--- config.mk ---
export PLATFORM = sky130hd
export DESIGN_NAME = dpb_div_pipe
export DESIGN_NICKNAME = d
export VERILOG_FILES = /design/src/design/dpb_div_pipe.sv
export SDC_FILE = /design/constraint.sdc
export NUM_CORES = 2
export LEC_CHECK = 0
export BUFFER_PORTS_ARGS = -buffer_cell sky130_fd_sc_hd__buf_4
export CAP_MARGIN = 20
export CORE_MARGIN = 2
export CORE_UTILIZATION = 60
export CTS_CLUSTER_SIZE = 28
export DETAILED_ROUTE_END_ITERATION = 8
export PLACE_DENSITY = 0.85
export SLEW_MARGIN = 40
export SYNTH_ARGS = -nofsm -noshare
export SYNTH_HDL_FRONTEND = slang
export SYNTH_SLANG_ARGS = --single-unit
export TNS_END_PERCENT = 100
--- constraint.sdc ---
create_clock -name aclk -period 8.3 [get_ports aclk]
set_clock_uncertainty 0.2 [all_clocks]
set_input_delay 0.83 -clock aclk [delete_from_list [all_inputs] [get_ports aclk]]
set_output_delay 0.83 -clock aclk [all_outputs]
set_load 0.02 [all_outputs]
--- src/design/dpb_div_pipe.sv ---
module dpb_div_pipe #(
    parameter int N_W    = 42,
    parameter int D_W    = 21,
    parameter int SIDE_W = 1
) (
    input  logic              aclk,
    input  logic              aresetn,
    input  logic              adv,
    input  logic              in_valid,
    input  logic [N_W-1:0]    in_num,
    input  logic [SIDE_W-1:0] in_side,
    input  logic [D_W-1:0]    den,
    output logic              out_valid,
    output logic [N_W-1:0]    out_quo,
    output logic [SIDE_W-1:0] out_side
);
    // one quotient bit per stage; the dividend register fills with quotient bits
    logic              vld_reg  [N_W];
    logic [D_W-1:0]    rem_reg  [N_W];
    logic [N_W-1:0]    nq_reg   [N_W];
    logic [SIDE_W-1:0] side_reg [N_W];

    for (genvar k = 0; k < N_W; k++) begin : g_stage
        logic              prev_vld;
        logic [D_W-1:0]    prev_rem;
        logic [N_W-1:0]    prev_nq;
        logic [SIDE_W-1:0] prev_side;
        logic [D_W:0]      trial;
        logic              ge;
        logic [D_W:0]      diff;

        if (k == 0) begin : g_first
            assign prev_vld  = in_valid;
            assign prev_rem  = '0;
            assign prev_nq   = in_num;
            assign prev_side = in_side;
        end else begin : g_next
            assign prev_vld  = vld_reg[k-1];
            assign prev_rem  = rem_reg[k-1];
            assign prev_nq   = nq_reg[k-1];
            assign prev_side = side_reg[k-1];
        end

        assign trial = {prev_rem, prev_nq[N_W-1]};
        assign ge    = trial >= {1'b0, den};
        assign diff  = trial - {1'b0, den};

        always_ff @(posedge aclk) begin
            if (!aresetn) begin
                vld_reg[k] <= 1'b0;
            end else if (adv) begin
                vld_reg[k] <= prev_vld;
            end
        end

        always_ff @(posedge aclk) begin
            if (adv) begin
                rem_reg[k]  <= ge ? diff[D_W-1:0] : trial[D_W-1:0];
                nq_reg[k]   <= {prev_nq[N_W-2:0], ge};
                side_reg[k] <= prev_side;
            end
        end
    end

    assign out_valid = vld_reg[N_W-1];
    assign out_quo   = nq_reg[N_W-1];
    assign out_side  = side_reg[N_W-1];

endmodule

# --- Yosys cells after proc, flatten, opt, wreduce, memory -nomap -nowiden ---
# Memory sizes are Yosys's and may differ from the RTL's.
# Index checks and enable logic that the tools add are counted.
# W data, S select, Z words.
classes:
  div: 0
  bitwise_logic: 42
  add_sub_neg: 42
  magnitude_cmp: 42
  shifts: 0
  n_mux: 89
  n_reduce_logical: 0
  multipliers: 0
  eq_ne: 0
ops:
  columns: ["op", "count"]
  rows:
  - ["$ge A22 B21 Y1", 41]
  - ["$mux W21", 42]
  - ["$sub A21 B21 Y21", 41]
  - ["$mux W1", 47]
  - ["$or A1 B1 Y1", 42]
  - ["$ge A1 B21 Y1", 1]
  - ["$sub A1 B21 Y21", 1]
totals:
  mem_bits_rw: 2730
  inputBits: 68
  reg_bits: 0
  memories: 4
  latchBits: 0
  mem_bits_ro: 0
  elab_cells: 219
mem_list:
  columns: ["memory", "words", "word_bits", "read_ports", "rd_ports_with_merged_regs", "wr", "line_no", "rtl"]
  rows:
  - ["nq_reg", 42, 42, 42, 0, 42, "20", "logic [N_W-1:0] nq_reg [N_W];"]
  - ["rem_reg", 42, 21, 41, 0, 42, "19", "logic [D_W-1:0] rem_reg [N_W];"]
  - ["side_reg", 42, 1, 42, 0, 42, "21", "logic [SIDE_W-1:0] side_reg [N_W];"]
  - ["vld_reg", 42, 1, 42, 0, 42, "18", "logic vld_reg [N_W];"]

# --- Longest topological paths before layout ---
depth:
  ltp_word: 4
  mapped_depth: 15

# --- Worst setup path after synthesis ---
# Ideal clock, no wire load.
synth_path:
  path_kind: "input -> register"
  from: "input port den[1]"
  to: "memory rem_reg[20][16], in the netlist rem_reg[1][100] (data pin)"
  slack_ns: 1.974
  stages: 11
  arrival_ns: 5.866
  t_required_ns: 7.840
  n_path_buf: 1
  cell_sequence: "inv_1 > fa_1 > a21o_1 > a21oi_1 > o21ai_0 > a2111oi_0 > o31a_1 > o21a_1 > o31ai_2 > buf_2 > mux2_2"
synth_rtl:
  columns: ["element", "line_no", "rtl"]
  rows:
  - ["start: declaration", "12", "input logic [D_W-1:0] den,"]
  - ["end: declaration", "19", null]

==> metrics.txt <==
critical path capture point type=register; Via Count=82277; core box area=217000 um^2; total CTS buffers=295; asr flop ratio synth=0%; gr ovfl total=0; Seq/Total Area, Yosys=62.1%; routing usage on met3=4.76%; Die Height=471 um; first-pass GRT wire length=466000 um; most crowded layer after global routing=met2; critical path's top delay family=compound AO/OA/AOI/OAI gates; Post-synth top cells=edfxtp_1 (2708), ha_1 (863), a21oi_1 (738); Post-Synth Simple-Gate Area=7.30%; H-tree levels=5; gr usage total=27.0%; status=finished, final reports clean; DRC=0; Vias/cell=6.25; CP max-delay cell=a31oi_2; starting density of the core=60.3%; post-CTS sizing=0; CP cell instances=buf_4 -> buf_4 -> ha_1 -> inv_1 -> fa_1 -> a21o_1 -> a21oi_1 -> o21ai_1 -> o31ai_1 -> o21ai_1 -> a211o_1 -> a31oi_2 -> buf_4 -> mux2_2; met1 Use GR=35.5%; Synth Area in Adders=8.85%; pre-CTS worst setup slack=2.47 ns; setup TNS=0 ns; VDD IR max=265 uV; Syn Nets=10714; critical path type=input port to register; Main synth FF type=edfxtp_1; Detail Placement HPWL=189000 um; vias in the first global route=81447; initial antenna violation count=9; Max Cap Viol=0; Netlist Area Pre-Place=131000 um^2; Final Cycle Share=59.2%; fillers=14776; number of synthesized register bits=2709; Synth cell types=93; Slew Viols, Final=0; die footprint=222000 um^2; max reg flops=1764; XOR/XNOR share of the synthesized area=4.49%; fin nets=11065; Final Hold Fails=0; Post-synth EDFFs=2708; measured slew at the worst slew-check pin=0.841 ns; CP Launch Type=input port; GRT met2 Usage=44.5%; layout cells sized above 1=10.7%; number of I/O pins=112; worst-skew pair later-pin latency=0.96 ns; Syn Inst Count=9743; Antenna Nets Post-Route=0; Ys Warns=0; min cycle time layout=4.91 ns; Total Wirelength=305000 um; DRT iter0 DRCs=8919; WP buf/inv=4; final RePlAce weighted congestion=0.916; Root Buffer=clkbuf_16; drt pass-1 iters=9; most common cell type on the critical path=buf_4; Hold WC Path Type=input port to register; power per cell area=397 nW/um^2; clock-pin slew on the worst setup and hold paths=0.06 ns; RSZ-0062 raised after global routing=false; syn avg cell area=13.4 um^2; final setup margin=3.39 ns; synth top area cells=edfxtp_1 (62%), ha_1 (8.2%), mux2_2 (3.1%); cell row count=171; top-count cell post-synth=edfxtp_1; CTS tree=done; Clock Sinks=2709; IO Port Bufs=111; critical path arrival=5.40 ns; LEAKAGE=55.3 nW; crit path max fanout=24; Compound-Gate Fraction of Synth Area=12.2%; Max stage delay on crit path=0.62 ns; largest family of logic cells by synthesized area=compound AO/OA/AOI/OAI gates; Crit path required time=8.79 ns; setup violators final=0; final core occ=67.1%; Die W=471 um; Layout area overhead=11.2%; slew margin rel.=43.6%; fmax=0.204 GHz; multiplexer share of the synthesized area=3.61%; post-synth top area cell=edfxtp_1; largest net degree at the start of global routing=164; Avg WL per Cell=23.1 um; deepest clock path buffer count=4; area share of the leading cell type in the synthesized netlist=62.1%
## cell type report
type	instances	area, um^2	area share [%]
diodes	3	7.51	0.00515
clock buffers	336	7640	5.24
clock inverters	172	1620	1.11
inverters	303	1140	0.786
multi-input cells	6535	47900	32.9
flip-flops and latches	2709	81300	55.8
well taps	2854	3570	2.45
repair buffers	250	2490	1.71
## layout by cell type, fill, tap and decap left out, drive strengths merged, types with 27 or more instances in the layout
master       synthesis  routed
nand2b              81      81
clkbuf             143     336
nand2              654     654
o31ai               66      66
o21ai              611     611
o21bai             107     107
bufinv               0      27
buf                 53     206
nor4                49      49
a31oi               72      72
o21a                84      84
o211ai              38      38
nor3                95      95
fa                  40      40
nand4              118     118
mux2i               40      40
nand3              132     132
nor2               530     530
clkinv               0     130
and3                93      93
or3                 39      39
xor2               248     248
nor2b              103     103
dlygate4sd3          0      44
mux2               378     378
inv                303     298
xnor2              424     424
edfxtp            2708    2708
a21oi              741     741
a21o               410     410
a211o               27      27
a211oi              74      74
ha                 863     863
## kinds of logic (layout without fill, tap and decap cells)
logic type / Yosys count / after routing
other: 0 / 3
AOI/OAI and AO/OA: 2522 / 2522
and+or+nand+nor: 2020 / 2020
adders and majority gates: 903 / 903
DFF: 2709 / 2709
buffers and inverters: 499 / 1061
xor gates and xnor gates: 672 / 672
muxes: 418 / 418
## worst reg2reg max path, stage by stage (launching register included)
cell and delay [ns]:
edfxtp_1 0.52, inv_1 0.18, ha_1 0.19, inv_1 0.06, fa_1 0.41, a21o_1 0.19
a21oi_1 0.24, o211ai_1 0.22, a2111oi_0 0.67, o31ai_1 0.20, and3_1 0.23, a21oi_2 0.35
buf_4 0.38, mux2_2 0.39
## repair_timing
item	in CTS	in global routing
setup endpoints to repair	0	0
setup buffers	0	0
hold buffers	44	0
hold endpoints to repair	44	0
## routing by layer
metal  up-vias  routed length (um)
met5         -                   0
met4         0               13100
met3       833               23100
met2      3369              145000
met1     39864              123000
li1      38211                   -
## power breakdown
| group | internal (W) | leakage (nW) | switching, W | total, W |
|---|---|---|---|---|
| logic | 0.0103 | 24.3 | 0.0131 | 0.0233 |
| clock network | 0.00745 | 4.50 | 0.00539 | 0.0128 |
| registers | 0.0196 | 26.5 | 0.00218 | 0.0217 |
| total | 0.0373 | 55.3 | 0.0206 | 0.0579 |
## metrics by stage
step / hold slack, ns / std cells / cell area [um^2] / power, W
finish: 0.117 / 13162 / 146000 / 0.0579
global route: 0.0890 / 13162 / 146000 / 0.0612
CTS: 0.0802 / 13157 / 146000 / 0.0578
detailed placement: 0.205 / 12605 / 136000 / 0.0445
global placement: 0.200 / 12597 / 136000 / 0.0437
floorplan: 0.200 / 9743 / 131000 / 0.0385
## final timing paths
check	start	endpoint	slack (ns)	depth (start not counted)
max	den[0]	rem_reg[1][64]	3.39	14
min	adv	nq_reg[0][27]	0.12	1
min reg2reg	nq_reg[2][330]	nq_reg[3][37]	0.17	0
max reg2reg	nq_reg[2][209]	rem_reg[1][106]	3.60	13
(Power assumes the default switching activity.)
