==> src/design/dpb_pkg.sv <==
package dpb_pkg;

    localparam int REG_IDX_W = 3;
    localparam int REG_DATA_W = 63;

    localparam logic [REG_IDX_W-1:0] REG_FOCAL_X     = 3'd0;
    localparam logic [REG_IDX_W-1:0] REG_FOCAL_Y     = 3'd1;
    localparam logic [REG_IDX_W-1:0] REG_CENTER_X    = 3'd2;
    localparam logic [REG_IDX_W-1:0] REG_CENTER_Y    = 3'd3;
    localparam logic [REG_IDX_W-1:0] REG_ROT_A       = 3'd4;
    localparam logic [REG_IDX_W-1:0] REG_ROT_B       = 3'd5;
    localparam logic [REG_IDX_W-1:0] REG_ROT_C       = 3'd6;
    localparam logic [REG_IDX_W-1:0] REG_TRANSLATION = 3'd7;

    localparam logic [19:0] FOCAL_RESET    = 20'd8000;
    localparam logic [15:0] CENTER_X_RESET = 16'd5120;
    localparam logic [15:0] CENTER_Y_RESET = 16'd3840;
    localparam logic [47:0] ROT_A_RESET    = 48'h4000_0000_0000;
    localparam logic [47:0] ROT_B_RESET    = 48'h0000_4000_0000;
    localparam logic [47:0] ROT_C_RESET    = 48'h0000_0000_4000;

    localparam logic [23:0] DEPTH_MIN  = 24'd656;
    localparam logic [23:0] DEPTH_MAX  = 24'd6553600;
    localparam logic [7:0]  MASK_LIMIT = 8'd128;
    localparam logic [7:0]  RED_FULL   = 8'd255;

    // (2*|num|*z + f) and the 2*f divisor of the rounded projection
    localparam int NUM_W = 42;
    localparam int DEN_W = 21;
    localparam int CAM_W = 42;
    localparam int COLOR_W = 24;

    typedef struct packed {
        logic [19:0] focal_x;   // zero already mapped to one
        logic [19:0] focal_y;
        logic [15:0] center_x;
        logic [15:0] center_y;
        logic [47:0] rot_a;
        logic [47:0] rot_b;
        logic [47:0] rot_c;
        logic [62:0] translation;
    } cfg_t;

endpackage

==> src/design/dpb_cfg_regs.sv <==
module dpb_cfg_regs (
    input  logic                                aclk,
    input  logic                                aresetn,
    input  logic                                cfg_we,
    input  logic [dpb_pkg::REG_IDX_W-1:0]       cfg_addr,
    input  logic [dpb_pkg::REG_DATA_W-1:0]      cfg_wdata,
    output dpb_pkg::cfg_t                       cfg
);
    import dpb_pkg::*;

    logic [19:0] focal_x_reg;
    logic [19:0] focal_y_reg;
    logic [15:0] center_x_reg;
    logic [15:0] center_y_reg;
    logic [47:0] rot_a_reg;
    logic [47:0] rot_b_reg;
    logic [47:0] rot_c_reg;
    logic [62:0] translation_reg;

    always_ff @(posedge aclk) begin
        if (!aresetn) begin
            focal_x_reg     <= FOCAL_RESET;
            focal_y_reg     <= FOCAL_RESET;
            center_x_reg    <= CENTER_X_RESET;
            center_y_reg    <= CENTER_Y_RESET;
            rot_a_reg       <= ROT_A_RESET;
            rot_b_reg       <= ROT_B_RESET;
            rot_c_reg       <= ROT_C_RESET;
            translation_reg <= '0;
        end else if (cfg_we) begin
            unique case (cfg_addr)
                REG_FOCAL_X:     focal_x_reg     <= cfg_wdata[19:0];
                REG_FOCAL_Y:     focal_y_reg     <= cfg_wdata[19:0];
                REG_CENTER_X:    center_x_reg    <= cfg_wdata[15:0];
                REG_CENTER_Y:    center_y_reg    <= cfg_wdata[15:0];
                REG_ROT_A:       rot_a_reg       <= cfg_wdata[47:0];
                REG_ROT_B:       rot_b_reg       <= cfg_wdata[47:0];
                REG_ROT_C:       rot_c_reg       <= cfg_wdata[47:0];
                REG_TRANSLATION: translation_reg <= cfg_wdata;
                default: ;
            endcase
        end
    end

    // a zero focal length behaves as one
    always_comb begin
        cfg.focal_x     = (focal_x_reg == '0) ? 20'd1 : focal_x_reg;
        cfg.focal_y     = (focal_y_reg == '0) ? 20'd1 : focal_y_reg;
        cfg.center_x    = center_x_reg;
        cfg.center_y    = center_y_reg;
        cfg.rot_a       = rot_a_reg;
        cfg.rot_b       = rot_b_reg;
        cfg.rot_c       = rot_c_reg;
        cfg.translation = translation_reg;
    end

endmodule

==> config.mk <==
export PLATFORM = sky130hd
export DESIGN_NAME = dpb_cfg_regs
export DESIGN_NICKNAME = d
export VERILOG_FILES = /design/src/design/dpb_pkg.sv /design/src/design/dpb_cfg_regs.sv
export SDC_FILE = /design/constraint.sdc
export NUM_CORES = 1
export LEC_CHECK = 0
export BUFFER_PORTS_ARGS = -buffer_cell sky130_fd_sc_hd__buf_2
export CELL_PAD_IN_SITES_DETAIL_PLACEMENT = 0
export CELL_PAD_IN_SITES_GLOBAL_PLACEMENT = 1
export CORE_MARGIN = 5
export CORE_UTILIZATION = 38
export CTS_BUF_LIST = sky130_fd_sc_hd__clkbuf_4 sky130_fd_sc_hd__clkbuf_8
export DETAILED_ROUTE_END_ITERATION = 7
export PLACE_DENSITY = 0.8
export SLEW_MARGIN = 20
export SYNTH_ARGS = -nofsm -noshare
export SYNTH_HDL_FRONTEND = slang
export SYNTH_SLANG_ARGS = --single-unit
==> constraint.sdc <==
create_clock -name aclk -period 1.84 [get_ports aclk]
set_clock_uncertainty 0.2 [all_clocks]
set_input_delay 0.184 -clock aclk [delete_from_list [all_inputs] [get_ports aclk]]
set_output_delay 0.184 -clock aclk [all_outputs]
set_load 0.02 [all_outputs]
# Word level (Yosys, flattened, before mapping)
# Index checks and enable logic that the tools add are counted.
dict set report word_totals {
  reg_bits 279
  wordCells 28
  inputBits 69
  out_inout_bits 279
}
dict set report classes {
  n_reduce_logical 11
  mux 2
  eq_ne 7
}
# op n
set ops {}
lappend ops {{$logic_not A20 Y1} 2}
lappend ops {{$mux W20} 2}
lappend ops {{$reduce_and A2 Y1} 8}
lappend ops {{$eq A3 B3 Y1 const B} 4}
lappend ops {{$eq A3 B2 Y1 const B} 2}
lappend ops {{$eq A3 B1 Y1 const B} 1}
lappend ops {{$logic_not A3 Y1} 1}

# Longest topological paths before layout
dict set report depth {
  word_depth 2
  ltp_mapped 6
  ltp_nobuf 3
}

# Worst setup path after synthesis
# OpenSTA, ideal clock, no wires.
dict set report synth_path {
  kind {reg-to-output}
  startpoint {register focal_y_reg[10]}
  endpoint {output port cfg[239] (netlist name)}
  slack_ns 0.054
  t_arrival_ns 1.402
  path_stages_with_launch 4
  path_buffers 0
  required_time_ns 1.456
  path_cell_list {dfxtp_1 > nor4_1 > nand4_1 > o41ai_1}
}
# item line_no
set synth_rtl {}
lappend synth_rtl {{start, declared} dpb_cfg_regs.sv:12} ;# logic [19:0] focal_y_reg;
lappend synth_rtl {{start signal, assigned} dpb_cfg_regs.sv:33} ;# REG_FOCAL_Y: focal_y_reg <= cfg_wdata[19:0];
lappend synth_rtl {{end, declared} dpb_cfg_regs.sv:7} ;# output dpb_pkg::cfg_t cfg

==> metrics.cfg <==
[run_status]
run_status = complete, but fails checks
violations = negative setup slack

[hold_path]
hold-path-endpoint = rot_a_reg[46]
hold_path_startpoint = cfg_addr[1]
min_path_type = input port to flop
timing.hold.worst_path_depth = 4

[clock_network]
clkSinkCount = 279
clk_latency_ns = 0.55
cts_tree = done
clkSlewWorstSetupHoldPaths_ns = 0.07
clock_path_buffers = 3
cts_root_buf = clkbuf_8
cts_htree_levels = 2
cts_setup_buffers = 0
cts-buffers-inserted = 47

[grt]
pin_count_of_the_biggest_net_entering_global_routing = 153
initial_antenna_violation_count = 4
global_route.usage.total_pct = 22.11
first_global_vias = 9571
grt_remaining_overflow = 0
grt_pass1_wl_microns = 54960

[synth]
seq_area_frac_synth_pct = 52.44
syn_area_sq_um = 10650
syn_area_per_cell_sq_um = 8.237
yosysWarningCount = 0
postSynthNetCount = 1362
yosysTopAreaCellShare_pct = 52.44
seq_cells_post_synth = 279
ys_top_cells_by_area = dfxtp_1 (52%), nand2_1 (20%), a21boi_0 (9.3%)
syn-instance-count = 1293
synthDistinctLibCells = 21
post-synth-top-area-cell = dfxtp_1

[cells_and_area]
largest_register_ff_count = 63
layout-area-overhead-vs-synth_pct = 34.94
fraction_of_layout_cells_with_a_size_suffix_above_1_pct = 29.00
nNetsFinal = 1706
layout.cells.most_common = nand2_1
mostFrequentLayoutCells = nand2_1 (558), buf_2 (344), dfxtp_1 (271), a21boi_0 (132), a21boi_1 (126)

[drt]
dr.pass1.iters = 4
antenna_violating_nets_post_route = 0
dr.first_iter.drc_count = 450
dr_total_vias = 9708
via_per_inst = 4.740
avgRoutedWirePerCell_microns = 17.80
drt_wl_total_microns = 36450
drcViolationCount = 0

[sta]
slew_headroom_pct = 60.26
max_slew.worst_pin.slew_ns = 0.5961
finalSetupViolations = 2
timing.final.crit_period_ns = 2.168
setup_ws_ns = -0.3279
hold_violations = 0
fmax_ghz = 0.4613
period_utilisation_layout_pct = 117.8
final.setup.tns_ns = -0.5808
finalMaxSlewViolations = 0
rsz0062_at_grt = true

[power]
sw_frac_of_total_pct = 24.74
irDropWorstVdd_mv = 0.5389
pwr-share-seq_pct = 47.7
power.leakage_nw = 6.151
power_per_cell_area_nw_per_um2 = 913.6
total_power_mw = 13.13
power.share.clock_pct = 43.6
total_switching_power_mw = 3.249
power_report.internal_total_mw = 9.881
power.share.combinational_pct = 8.7

[setup_path]
end_kind = primary output
cp.required_ns = 1.46
worst-r2r-cell-count = 3
reg2reg_from = translation_reg[21]
critical_path_class = flop to primary output
r2r_setup_slack_ns = 0.52
cp-start-kind = flop
critPathArrivalTime_ns = 1.78
r2r_end = translation_reg[21]
timing.critical_path.fanout_max = 3

[job]
cap_violations = 0

[die]
die_area_sq_um = 31470
std_cell_core_area_sq_um = 27710
fp.dieW_microns = 177.4
num_io_pins = 348
floorplan.die.height_microns = 177.4
num_rows = 61
initial_utilization_pct = 38.44

[placed_design]
finalWeightedCongestion = 0.7877
port_buffers = 347
dp_hpwl_microns = 23710
post-place-ws_ns = 0.06938

==> per-layer routing <==
layer | global-route usage (%) | share of wire (%) | vias up
met5 | 0 | 0.082 | -
met4 | 8.443 | 3.4 | 6
met2 | 35.99 | 46 | 329
met1 | 27.42 | 42 | 4492
li1 | - | - | 4808
met3 | 7.009 | 8.6 | 73
==> metrics by stage <==
step	std cells	utilization, %	cell area [sq um]	hold slack [ns]
after floorplan	1293	-	10650	0.1080
after global placement	1901	45.48	12600	0.2272
after detailed placement	1901	45.48	12600	0.2351
after CTS	2047	51.62	14300	0.009446
after global routing	2048	51.87	14370	0.08434
final	2048	51.87	14370	0.04576
==> kinds of logic after synthesis <==
logic type             share of synthesized area (%)
DFF                                            52.44
buffers and inverters                          6.414
and+or+nand+nor                                22.79
AOI/OAI and AO/OA                              18.35
==> power groups by stage <==
stage                     registers [mW]  clock network [mW]  logic [mW]
after global placement              6.38                   0        1.04
after floorplan                     6.51                   0       0.471
after detailed placement            6.38                   0        1.04
after global routing                6.27                6.18        1.24
after CTS                           6.25                5.89        1.15
final                               6.26                5.72        1.15
==> critical path: stages, from the launching register on <==
cell	delay, ns
dfxtp_2	0.34
nor4_4	0.27
nand4_1	0.20
o41ai_2	0.23
buf_4	0.19
==> Yosys cell counts <==
library cell and n:
a21boi_0 132, a21boi_1 126, and4_1 1, and4b_1 3, and4bb_2 2, buf_2 38, buf_4 20, clkbuf_1 88
clkbuf_2 1, dfxtp_1 279, inv_1 2, nand2_1 558, nand3_1 21, nand4_1 3, nand4b_1 3, nand4bb_1 3
nor4_1 8, nor4b_2 1, nor4bb_1 1, o41ai_1 2, or4b_1 1
==> worst max path at each step <==
stage                                from       end  slack, ns
final                     focal_x_reg[12]  cfg[259]      -0.33
after global routing      focal_x_reg[12]  cfg[259]      -0.40
after global placement     focal_x_reg[8]  cfg[259]       0.07
after floorplan           focal_y_reg[10]  cfg[239]       0.05
after detailed placement   focal_x_reg[8]  cfg[259]       0.07
after CTS                 focal_x_reg[12]  cfg[259]      -0.39
==> area by class of cell <==
| class | count | area [sq um] |
|---|---|---|
| fill | 2719 | 13330 |
| sequential | 279 | 5595 |
| multi-input combinational | 865 | 4534 |
| timing repair buffer | 442 | 2774 |
| clock buffer | 69 | 893.4 |
| tap | 378 | 473.0 |
| clock inverter | 12 | 91.34 |
| inverter | 2 | 7.507 |
| antenna | 1 | 2.502 |
==> what timing repair did <==
action                                  in CTS  in global routing
hold endpoints to repair                   279                  0
hold buffers                                65                  0
pin swaps                                    2                  1
gates resized for setup                     13                 13
endpoints found under the setup margin       2                  2
Power figures use the tool's default switching activity.
